## config.mk

```make
export PLATFORM = sky130hd
export DESIGN_NAME = firdbt_cell
export DESIGN_NICKNAME = d
export VERILOG_FILES = /design/src/sv/firdbt_pkg.sv /design/src/sv/firdbt_cell.sv
export SDC_FILE = /design/constraint.sdc
export NUM_CORES = 1
export LEC_CHECK = 0
export BUFFER_PORTS_ARGS = -buffer_cell sky130_fd_sc_hd__buf_2
export CORE_MARGIN = 2
export CORE_UTILIZATION = 55
export CTS_CLUSTER_DIAMETER = 60
export DETAILED_ROUTE_END_ITERATION = 6
export PLACE_DENSITY = 0.77
export RECOVER_POWER = 25
export SLEW_MARGIN = 20
export SYNTH_ARGS = -nofsm -noshare
export SYNTH_HDL_FRONTEND = slang
export SYNTH_SLANG_ARGS = --single-unit
```

## constraint.sdc

```tcl
create_clock -name clk_i -period 8.9 [get_ports clk_i]
set_clock_uncertainty 0.1 [all_clocks]
set_input_delay 1.78 -clock clk_i [delete_from_list [all_inputs] [get_ports clk_i]]
set_output_delay 1.78 -clock clk_i [all_outputs]
set_load 0.01 [all_outputs]
```

## src/sv/firdbt_pkg.sv

```systemverilog
package firdbt_pkg;

  localparam int unsigned SAMPLE_W = 16;
  localparam int unsigned IDX_W    = 5;
  localparam int unsigned OP_W     = 2;
  localparam int unsigned PROD_W   = 2 * SAMPLE_W;
  localparam int unsigned FRAC_W   = 15;

  localparam logic [OP_W-1:0] OP_FILTER = 2'd0;
  localparam logic [OP_W-1:0] OP_TAP_WR = 2'd1;
  localparam logic [OP_W-1:0] OP_SWAP   = 2'd2;

  // shared controls fanned out to every cell
  typedef struct packed {
    logic                shift;
    logic                bank_sel;
    logic [SAMPLE_W-1:0] wr_value;
  } cell_ctl_t;

endpackage

```

## src/sv/firdbt_cell.sv

```systemverilog
module firdbt_cell #(
  parameter int unsigned ACC_W = 38
) (
  input  logic                                 clk_i,
  input  logic                                 rst_ni,
  input  firdbt_pkg::cell_ctl_t                ctl_i,
  input  logic                                 wr_en_i,
  input  logic signed [firdbt_pkg::SAMPLE_W-1:0] x_i,
  output logic signed [firdbt_pkg::SAMPLE_W-1:0] x_o,
  input  logic                                 valid_i,
  input  logic signed [ACC_W-1:0]              psum_i,
  output logic                                 valid_o,
  output logic signed [ACC_W-1:0]              psum_o
);

  logic signed [firdbt_pkg::SAMPLE_W-1:0] x_q;
  logic signed [firdbt_pkg::SAMPLE_W-1:0] bank0_q, bank1_q;
  logic signed [firdbt_pkg::SAMPLE_W-1:0] coef;
  logic signed [firdbt_pkg::PROD_W-1:0]   prod;
  logic signed [ACC_W-1:0]                psum_d, psum_q;
  logic                                   valid_q;

  always_ff @(posedge clk_i or negedge rst_ni) begin
    if (!rst_ni) begin
      x_q     <= '0;
      bank0_q <= '0;
      bank1_q <= '0;
      valid_q <= 1'b0;
    end else begin
      if (ctl_i.shift) begin
        x_q <= x_i;
      end
      // writes always land in the bank that is not in use
      if (wr_en_i && ctl_i.bank_sel) begin
        bank0_q <= ctl_i.wr_value;
      end
      if (wr_en_i && !ctl_i.bank_sel) begin
        bank1_q <= ctl_i.wr_value;
      end
      valid_q <= valid_i;
    end
  end

  assign coef   = ctl_i.bank_sel ? bank1_q : bank0_q;
  assign prod   = coef * x_q;
  assign psum_d = psum_i + {{(ACC_W-firdbt_pkg::PROD_W){prod[firdbt_pkg::PROD_W-1]}}, prod};

  always_ff @(posedge clk_i) begin
    if (valid_i) begin
      psum_q <= psum_d;
    end
  end

  assign x_o     = x_q;
  assign valid_o = valid_q;
  assign psum_o  = psum_q;

endmodule

```

## Word level (Yosys, flattened, before mapping)

Cells that the tools add are included.

| storage, ports and cells | value |
|---|---|
| register bits after elaboration | 87 |
| latch bits | 0 |
| bits in writable memories | 0 |
| memory bits (read-only) | 0 |
| input port bits | 76 |
| memories kept | 0 |

| cells by class | value |
|---|---|
| add/subtract/negate cells | 1 |
| multipliers | 1 |
| divide/modulo/power cells | 0 |
| magnitude comparators | 0 |
| equality and inequality tests | 0 |
| shifts and indexed selects | 0 |
| mux-type cells | 1 |
| bitwise logic cells | 0 |
| reduce and logical (&&, ||, !) cells | 3 |

Operators with widths:

| operator | number |
|---|---|
| $add 38x38->38 | 1 |
| $mul 16x16->32 | 1 |
| $mux 16 | 1 |
| $logic_and 1x1->1 | 2 |
| $logic_not 1->1 | 1 |

## Logic depth before layout (Yosys ltp)

Gate-level depths: netlist of run 1.

| depth | value |
|---|---|
| depth after elaboration | 3 |
| depth in mapped cells | 37 |
| gate-level depth less buffers | 33 |

## Least setup slack after synthesis of run 1

OpenSTA, ideal clock, no wires.

| path | value |
|---|---|
| kind | input-to-reg |
| from | input port ctl_i[16] (netlist bit) |
| to | register psum_q[37], in the netlist psum_o[37] (data pin) |
| setup time | 274 ps |
| arrival | 10020 ps |
| data required time | 8526 ps |
| setup slack | -1494 ps |
| stages | 34 |
| cell sequence | clkbuf_1 -> clkbuf_1 -> mux2_2 -> clkbuf_1 -> nand2_1 -> inv_1 -> fa_1 -> inv_1 -> fa_1 -> inv_1 -> fa_1 -> fa_1 -> fa_1 -> inv_1 -> fa_1 -> inv_1 -> ha_1 -> a21oi_1 -> o21ai_0 -> or3_1 -> a21oi_1 -> o21ai_1 -> a31o_1 -> a21oi_1 -> xnor2_1 -> ha_1 -> a21o_1 -> a21oi_1 -> nor2_1 -> nor3_1 -> nor3b_1 -> a311oi_2 -> xor2_1 -> xnor2_1 |

| on the way | value |
|---|---|
| word-level cells in the longest chain between the ends | 3 |

Ends and longest elaborated chain:

| what | line | source |
|---|---|---|
| from (decl) | firdbt_cell.sv:6 | `input firdbt_pkg::cell_ctl_t ctl_i,` |
| $mux 16 | firdbt_cell.sv:44 | `assign coef = ctl_i.bank_sel ? bank1_q : bank0_q;` |
| $mul 16x16->32 | firdbt_cell.sv:45 | `assign prod = coef * x_q;` |
| $add 38x38->38 | firdbt_cell.sv:46 | `assign psum_d = psum_i + {{(ACC_W-firdbt_pkg::PROD_W){prod[firdbt_pkg::PROD_W-1]}}, prod};` |
| net psum_d[37] | firdbt_cell.sv:20 | `logic signed [ACC_W-1:0] psum_d, psum_q;` |
| to (signal assigned) | firdbt_cell.sv:50 | `psum_q <= psum_d;` |
| to (decl) | firdbt_cell.sv:20 |  |

The timed path passes the listed nets, and every way through them passes these cells.
A chain may end at the register's enable or synchronous reset.

## Final worst setup path of run 1

Same ends and word-level chain as after synthesis.

==> impl_results.md, run 1 <==
* Status: finished, violations left
* Failing checks: max-capacitance violations, max-slew violations, negative setup slack
* Initial Util at 55.5%
* CP Launch Type: input pin
* Crit path kind: input pin to register
* Prevailing post-synth register cell: dfrtp_1
* R2R depth at 29
* First-pass GRT wire length at 63.4 mm
* Number of port buffers at 130
* CP max FO at 5
* Req. time, crit path at 8940 ps
* Die Area at 28200 um2
* Final #Nets at 2298
* Syn Std Cell Area at 14800 um2
* DR WL met2 at 22.4 mm
* Skew-Pair Late Insertion Delay at 370 ps
* Unrepaired setup endpoints after global routing: yes
* Ports at 131
* CP bufs+invs at 6
* ANT nets after route at 0
* Finished layout cell area at 18900 um2
* Met1 WL at 14.6 mm
* Hold Path Sink: bank1_q[7]$_DFFE_PN0P_
* Synth Instances at 1491
* GR Util All Layers at 28.6%
* Total CTS buffers at 9
* Critical path's top delay family: adder cells
* Drt wl/cell at 19.4 um
* Fill cell count at 1786
* Total grt overflow at 0
* Worst Setup End Kind: register
* Tmin final at 9490 ps
* Yosys reg bits at 87
* Hold_sp: bank1_q[7]$_DFFE_PN0P_
* Share of post-route cells with drive strength above 1 at 33.8%
* Fin worst setup slack at -595 ps
* CP max stage delay at 560 ps
* Clock sinks at 87
* Max Freq at 105 MHz
* Tcrit/Tclk final at 107%
* Top layer in use: met4
* Fin. Hold Viols at 0
* Post-synthesis sequential area ratio at 16.0%
* H-tree depth at 3
* Drt pass-1 iters at 5
* Multi-input gate area at 11900 um2
* Post-DP HPWL at 30.3 mm
* R2R Path Start: x_o[1]$_DFFE_PN0P_
* Vias in the first global route at 12900
* Wire length on met3 at 2.32 mm
* HP Class: register to register
* Crit path DAT at 9530 ps
* Post-DP Area at 17300 um2
* Die W at 168 um
* Residual DRC at 0
* Avg Cell Area, Syn at 9.92 um2
* Syn Nets at 1951
* Pre-CTS setup slack at -988 ps
* EDFF count, synth at 38
* Reg-to-Reg End: psum_o[37]$_DFFE_PP_
* Synth Warn # at 0
* Detailed Route Iter0 Violations at 717
* Final WL at 42.4 mm
* Most frequent CP cell: inv_1
* Core box area at 26700 um2
* RePlAce Congestion at 0.902
* Clk slew on worst S/H paths at 90 ps
* FFs w/ async S/R, synth at 56.3%
* Worst-case clock buffer depth at 2
* Critical Path Slowest Stage Cell: fa_2
* R2r setup slk at 450 ps
* Antenna violations before repair at 0
* Reg area at 2370 um2
* Max Slew Vio Count at 50
* Via count at 12300
* Layout area overhead at 27.6%
* Antenna diodes at 0
* CTS Root Cell: clkbuf_16
* Hold Path Stages at 1
* DR vias/cell at 5.62
* Cts hold-fix bufs at 0
* DIE HEIGHT at 168 um
* Max-slew headroom at -88.5%
* Std-Cell Rows at 60
* Worst-Margin Slew at 2830 ps
* Distinct cell type count after synthesis at 67
* CTS tree: yes
* Maximum number of pins on one net before global-route repair at 50
* # setup viols final at 15
* Max cap viols at 1
Yosys cell counts, types with 3 or more instances:
| library cell | number | area, um2 |
|---|---|---|
| edfxtp_1 | 38 | 1140 |
| o21bai_1 | 14 | 105 |
| a21o_1 | 25 | 188 |
| a211oi_1 | 9 | 67.6 |
| and3_1 | 3 | 18.8 |
| dfrtp_1 | 49 | 1230 |
| nor2b_1 | 15 | 93.8 |
| o21ai_1 | 14 | 70.1 |
| and2_1 | 109 | 682 |
| nand3_1 | 9 | 45.0 |
| a41oi_1 | 3 | 26.3 |
| mux2_2 | 62 | 698 |
| ha_1 | 121 | 1510 |
| or2_2 | 4 | 25.0 |
| nand2_1 | 143 | 537 |
| xnor2_1 | 52 | 455 |
| inv_1 | 296 | 1110 |
| nand2b_1 | 9 | 56.3 |
| nand4_1 | 4 | 25.0 |
| nor2_1 | 52 | 195 |
| o21a_1 | 10 | 75.1 |
| o211ai_1 | 3 | 22.5 |
| fa_1 | 263 | 5270 |
| clkbuf_1 | 42 | 158 |
| xor2_1 | 14 | 123 |
| a21oi_1 | 55 | 275 |
| o21ai_0 | 17 | 85.1 |
| nor3_1 | 9 | 45.0 |
per-stage QoR:
stage | setup TNS [ps] | utilization, % | hold WS, ps | std cells
3_5_place_dp | -12340 | 65.0 | 395 | 2112
5_1_grt | -8710 | 70.8 | 433 | 2184
2_1_floorplan | -2820 | - | 375 | 1491
6_report | -5700 | 70.8 | 428 | 2184
4_1_cts | -412 | 68.3 | 411 | 2157
3_3_place_gp | -8620 | 65.0 | 382 | 2112
sequential cells by signal (all words and copies together) (netlist names):
name / flops
psum_o: 38
bank0_q: 16
bank1_q: 16
x_o: 16
valid_o: 1
per-layer routing:
layer  up-vias  track usage [%]
li1       5372                -
met3       215             3.24
met1      6175             32.7
met2       519             52.7
met4         0             14.9
met5         -                0
what timing repair did:
| item | CTS | global route |
|---|---|---|
| cloned | 1 | 0 |
| buffers inserted | 28 | 29 |
| resized for setup | 79 | 115 |
| pin swaps | 68 | 107 |
| setup endpoints to repair | 18 | 19 |
worst max path at each step:
stage | start | endpoint | slack [ps] | cells past startpoint
6_report | ctl_i[16] | psum_o[37]$_DFFE_PP_ | -590 | 33
5_1_grt | ctl_i[16] | psum_o[37]$_DFFE_PP_ | -790 | 33
4_1_cts | ctl_i[16] | psum_o[37]$_DFFE_PP_ | -180 | 33
3_5_place_dp | ctl_i[16] | psum_o[37]$_DFFE_PP_ | -990 | 34
3_3_place_gp | ctl_i[16] | psum_o[37]$_DFFE_PP_ | -760 | 34
2_1_floorplan | ctl_i[16] | psum_o[37]$_DFFE_PP_ | -440 | 34
worst register-to-register path, delay by kind of cell, from the launching register on:
family,cells,cell delay [ps]
AO/OA/AOI/OAI,10,2090
AND/OR/NAND/NOR,5,830
XOR/XNOR,3,420
adder cells (fa/ha/maj),8,3580
buffers and inverters,3,380
flip-flops,1,820
cell families (layout without fill, tap and decap cells):
kind of cell,Yosys count,count (layout),share of synthesized area (%)
compound gates,184,184,8.65
mux,64,64,4.85
simple gates,365,365,12.1
flops,87,87,16.0
xor+xnor,66,66,3.91
fa+ha+maj,384,384,45.8
buf+inv,341,693,8.65
final cells by class:
type | instances | share of cell area (%)
Multi-Input combinational cell | 1063 | 63.2
Inverter | 297 | 5.92
Timing Repair Buffer | 380 | 14.5
Tap cell | 341 | 2.26
Clock buffer | 9 | 1.19
Clock inverter | 7 | 0.431
Sequential cell | 87 | 12.5
cell usage in the layout, fill, tap and decap left out, drive strengths merged, types with 3 or more instances in the layout:
cell    instances
a211oi         10
a21o           25
a21oi          56
a31o            3
a31oi           4
a41oi           3
and2          109
and3            3
buf           378
clkbuf         11
dfrtp          49
edfxtp         38
fa            263
ha            121
inv           302
mux2           62
nand2         143
nand2b          9
nand3           9
nand4           4
nor2           52
nor2b          15
nor3            9
o211ai          4
o21a           10
o21ai          32
o21bai         14
or2             4
xnor2          52
xor2           14
Power of run 1 is not shown: default switching activity piles up to over one toggle a cycle in this logic, so the estimate is an artifact.
==> run 2: changes to the inputs <==
Clock period 8.9 ns to 9.6 ns, I/O delays scaled along.
==> run 2 against run 1 <==
  * The flow finishes with violations (max-capacitance violations, max-slew violations)
  * Cell area shrank 7.2%
  * First-iteration DRC count fell by 13%
  * Global-route usage shrank 3.9 points
  * Critical path depth up 2
  * Clock-buffer cell count grew 1
  * Die area unchanged
  * Utilization shrank 5.1 points
  * Critical endpoint unchanged
  * Highest routed layer is now met5
==> impl_results.md, run 2 (synthesis gave the netlist of run 1 again) <==
* Final #Nets at 2215 (-3.6%)
* R2r setup slk at 1540 ps (+1090 ps)
* Most frequent CP cell: fa_1
* Ports at 131 (unchanged)
* Crit path DAT at 9310 ps (-220 ps)
* # setup viols final at 0 (-15)
* Cts hold-fix bufs at 0 (unchanged)
* Drt pass-1 iters at 5 (unchanged)
* Max Freq at 108 MHz
* Number of port buffers at 130 (unchanged)
* CTS Root Cell: clkbuf_16
* ANT nets after route at 0 (unchanged)
* Core box area at 26700 um2 (unchanged)
* Req. time, crit path at 9620 ps (+680 ps)
* Max-slew headroom at -70.1% (+18 points)
* Drt wl/cell at 15.9 um (-18%)
* Critical path origin: ctl_i[16]
* Worst-Margin Slew at 2550 ps (-276 ps)
* Cell total after placement at 2079 (-1.6%)
* Share of post-route cells with drive strength above 1 at 23.9% (-9.9 points)
* Via count at 11300 (-7.9%)
* DR vias/cell at 5.38 (-4.3%)
* Initial Util at 55.5% (unchanged)
* Maximum number of pins on one net before global-route repair at 50 (unchanged)
* Detailed Route Iter0 Violations at 622 (-13%)
* CP Launch Type: input pin
* H-tree depth at 3 (unchanged)
* Residual DRC at 0 (unchanged)
* Skew-Pair Late Insertion Delay at 360 ps (about the same)
* Tcrit/Tclk final at 96.8%
* Largest register FFs at 38 (unchanged)
* Worst hold margin at 409 ps (-19.5 ps)
* Tmin final at 9290 ps
* Fin worst setup slack at 307 ps (+902 ps)
* R2R Path Start: x_o[7]$_DFFE_PN0P_
* HP Class: register to register
* Worst-case clock buffer depth at 2 (unchanged)
* Hold Path Stages at 1 (unchanged)
* Reg-to-Reg End: psum_o[37]$_DFFE_PP_
* Worst Setup End Kind: register
* Die Area at 28200 um2 (unchanged)
* R2R depth at 32 (+10%)
* Failing checks: max-capacitance violations, max-slew violations
* Most frequent cells in the layout: inv_1, fa_1, buf_4
* Layout area overhead at 18.4%
* RePlAce Congestion at 0.882 (-2.3%)
* Post-DP HPWL at 27.6 mm (-8.7%)
* Most common cell after layout, fill and taps aside: inv_1
* Total CTS buffers at 9 (unchanged)
* Die W at 168 um (unchanged)
* Fin. Hold Viols at 0 (unchanged)
* Pre-CTS setup slack at -474 ps (+514 ps)
* Antenna violations before repair at 2 (+2)
* CTS tree: yes
* Std-Cell Rows at 60 (unchanged)
* Total grt overflow at 0 (unchanged)
* CP max FO at 17 (+12)
* Clock sinks at 87 (unchanged)
* Vias in the first global route at 12100 (-6.7%)
* Status: finished, violations left
* Hold_sp: bank0_q[3]$_DFFE_PN0P_
* Crit path kind: input pin to register
* First-pass GRT wire length at 56.0 mm (-12%)
* GR Util All Layers at 24.7% (-3.9 points)
* DIE HEIGHT at 168 um (unchanged)
* Max Slew Vio Count at 50 (unchanged)
* Post-Layout Cell Count at 2102 (-3.8%)
* Clk slew on worst S/H paths at 80 ps (about the same)
* CP max stage delay at 550 ps (about the same)
* Hold Path Sink: bank0_q[3]$_DFFE_PN0P_
* Critical Path Slowest Stage Cell: fa_1
* Max cap viols at 1 (unchanged)
* Final WL at 33.5 mm (-21%)
## run 2: changes by cell type in the layout (fill, tap and decap cells not counted), moves of 9 or more
cell / delta
buf_4: -55
fa_2: -16
ha_1: +16
a21oi_1: +16
inv_2: -20
buf_6: -20
fa_1: +16
ha_4: -11
and2_4: -11
nand2_1: +9
inv_1: +20
a21oi_2: -12
and2_1: +10
## run 2: worst max path at each step
stage | end
after floorplan | psum_o[37]$_DFFE_PP_
after global placement | psum_o[26]$_DFFE_PP_
after detailed placement | psum_o[37]$_DFFE_PP_
after CTS | psum_o[37]$_DFFE_PP_
after global routing | psum_o[37]$_DFFE_PP_
final | psum_o[37]$_DFFE_PP_
## run 2: cell type report
cell class	count	area, um2
well taps	341	427
clock buffers	10	250
repair buffers	297	1940
diodes	1	2.50
multi-input cells	1063	11300
flip-flops and latches	87	2370
fillers	2104	9130
inverters	297	1120
clock inverters	6	72.6
## run 2: worst max-delay path, delay by kind of cell
family                   cells  cell delay, ps
adder cells (fa/ha/maj)      8            3530
AO/OA/AOI/OAI                8            1370
multiplexers                 1             310
AND/OR/NAND/NOR              6             850
buffers and inverters        9             900
XOR/XNOR                     3             400
## run 2: timing repair
action / CTS / global route
gates resized for setup: 2 / 37
setup buffers: 0 / 6
pin swaps: 0 / 21
endpoints found under the setup margin: 2 / 12
## run 2: per-stage QoR
stage,utilization (%),setup TNS (ps),instance area [um2]
after global placement,63.8,-1860,17000
after global routing,65.7,-100,17500
after floorplan,-,-9.21,14900
final,65.7,0,17500
after detailed placement,63.8,-3300,17000
after CTS,65.0,0,17300
## run 2: layer usage
layer | share of wire [%] | up-vias | GRT usage [%]
li1 | - | 5201 | -
met1 | 38 | 5712 | 29.3
met2 | 54 | 315 | 45.9
met3 | 5.4 | 74 | 3.95
met4 | 2.7 | 4 | 8.09
met5 | 0.075 | - | 0
Power of run 2 is left out for the same reason.
==> run 3: changes to the inputs <==
Settings changed: CORE_UTILIZATION 55 to 45, PLACE_DENSITY 0.77 to 0.65.
==> run 3 against run 2 <==
  * The flow still finishes with violations (max-capacitance violations, max-slew violations)
  * Sequential share of layout area shrank 0.15 points
  * First-iteration DRC count shrank 30%
  * Sequential cell count is the same
  * Die area grew 22%
  * Critical endpoint unchanged
  * Cell count grew 5.1%
  * Cell area grew 1.2%
  * Worst hold slack gained 0.59 ps
  * Utilization shrank 11 points
  * Global-route usage shrank 4.1 points
==> impl_results.md, run 3 (synthesis gave the netlist of run 1 again) <==
* Vias in the first global route at 11900 (-1.3%)
* HP Class: register to register
* Multi-input gate area at 11400 um2 (+0.24%)
* First-pass GRT wire length at 56.1 mm (+0.17%)
* Tcrit/Tclk final at 97.2% (+0.43 points)
* R2r setup slk at 1540 ps (about the same)
* Core box area at 32500 um2 (+22%)
* Crit path DAT at 9360 ps (+50 ps)
* Clk slew on worst S/H paths at 60 ps (-20 ps)
* Fill cell count at 2982 (+42%)
* Hold Path Stages at 1 (unchanged)
* Die W at 185 um (+10%)
* Pre-CTS setup slack at -474 ps (+0.129 ps)
* Worst-case clock buffer depth at 2 (unchanged)
* Ports at 131 (unchanged)
* Total grt overflow at 0 (unchanged)
* Critical Path Slowest Stage Cell: fa_2
* Drt wl/cell at 15.1 um (-5.3%)
* CP max stage delay at 610 ps (+60 ps)
* Most frequent cells in the layout: inv_1, fa_1, buf_4
* DR vias/cell at 5.00 (-7.0%)
* Post-Layout Cell Count at 2209 (+5.1%)
* # setup viols final at 0 (unchanged)
* Final WL at 33.3 mm (-0.48%)
* GR Util All Layers at 20.7% (-4.1 points)
* Hold_sp: bank0_q[14]$_DFFE_PN0P_
* CP max FO at 12 (-5)
* Reg-to-Reg End: psum_o[37]$_DFFE_PP_
* Cts hold-fix bufs at 0 (unchanged)
* Most common cell after layout, fill and taps aside: inv_1
* Via count at 11100 (-2.3%)
* Max Slew Vio Count at 50 (unchanged)
* CTS tree: yes
* Detailed Route Iter0 Violations at 436 (-30%)
* CP Launch Type: input pin
* Skew-Pair Late Insertion Delay at 370 ps (about the same)
* Fin worst setup slack at 266 ps (-41.1 ps)
* Reg area at 2370 um2 (unchanged)
* Die Area at 34300 um2 (+22%)
* Crit path kind: input pin to register
* Final #Nets at 2223 (+0.36%)
* Most frequent CP cell: fa_1
* Std-Cell Rows at 66 (+10%)
* Max cap viols at 1 (unchanged)
* H-tree depth at 3 (unchanged)
* Largest register FFs at 38 (unchanged)
* R2R Path Start: x_o[7]$_DFFE_PN0P_
* Status: finished, violations left
* Drt pass-1 iters at 4 (-1)
* R2R depth at 31 (-3.1%)
* Worst hold margin at 409 ps (+0.594 ps)
* Failing checks: max-capacitance violations, max-slew violations
* Share of post-route cells with drive strength above 1 at 24.5% (+0.58 points)
* Antenna violations before repair at 0 (-2)
* ANT nets after route at 0 (unchanged)
* Req. time, crit path at 9620 ps (about the same)
* Cell total after placement at 2186 (+5.1%)
* Worst-Margin Slew at 2580 ps (+33.4 ps)
* Tmin final at 9330 ps (+41.1 ps)
* CTS Root Cell: clkbuf_16
* Hold Path Sink: bank0_q[14]$_DFFE_PN0P_
* Total CTS buffers at 9 (unchanged)
* Layout area overhead at 19.8%
* Number of port buffers at 130 (unchanged)
* Clock sinks at 87 (unchanged)
* Worst Setup End Kind: register
* Residual DRC at 0 (unchanged)
* Post-layout util at 54.6% (-11 points)
* Antenna diodes at 0 (-1)
* RePlAce Congestion at 0.844 (-4.3%)
* DIE HEIGHT at 185 um (+10%)
* Max-slew headroom at -72.3% (-2.2 points)
* Maximum number of pins on one net before global-route repair at 50 (unchanged)
* Max Freq at 107 MHz (-0.44%)
* Post-DP HPWL at 28.2 mm (+2.0%)
* Initial Util at 45.6% (-9.9 points)
* Fin. Hold Viols at 0 (unchanged)
-- run 3: worst max-delay path: cells and delay by family --
kind / cells / cell delay, ps
muxes: 1 / 360
and+or+nand+nor: 3 / 320
adders and majority gates: 8 / 3610
buffers and inverters: 5 / 480
xor gates and xnor gates: 3 / 460
AOI/OAI and AO/OA: 12 / 2200
-- run 3: worst max-delay path by stage --
| stage | end | cells after the start | slack (ps) | start |
|---|---|---|---|---|
| after floorplan | psum_o[37]$_DFFE_PP_ | 35 | -9 | ctl_i[16] |
| after global placement | psum_o[27]$_DFFE_PP_ | 31 | -390 | ctl_i[16] |
| after detailed placement | psum_o[37]$_DFFE_PP_ | 35 | -470 | ctl_i[16] |
| after CTS | psum_o[37]$_DFFE_PP_ | 35 | 20 | ctl_i[16] |
| after global routing | psum_o[26]$_DFFE_PP_ | 32 | -9 | ctl_i[16] |
| final | psum_o[37]$_DFFE_PP_ | 32 | 270 | ctl_i[16] |
-- run 3: routing by layer --
metal,GRT usage (%),share of wire (%),vias to the layer above
li1,-,-,5227
met1,25.6,42,5572
met2,37.3,53,201
met3,2.75,3.3,50
met4,6.48,2.4,0
met5,0,0,-
-- run 3: metrics by stage --
step           instance area [um2]  setup TNS [ps]
2_1_floorplan                14900           -9.21
3_3_place_gp                 17200           -3480
3_5_place_dp                 17200           -3860
4_1_cts                      17500               0
5_1_grt                      17700           -9.14
6_report                     17700               0
-- run 3: timing repair --
action                     4_1_cts  5_1_grt
pin swaps                        0       22
setup endpoints to repair        3       13
gates resized for setup          1       43
setup buffers                    0        8
-- run 3: area by class of cell --
cell class	count	share of cell area, %
inverters	297	6.30
clock buffers	13	1.59
flip-flops and latches	87	13.4
well taps	442	3.12
repair buffers	305	11.4
multi-input cells	1063	64.2
clock inverters	2	0.0635
Power of run 3 is left out for the same reason.
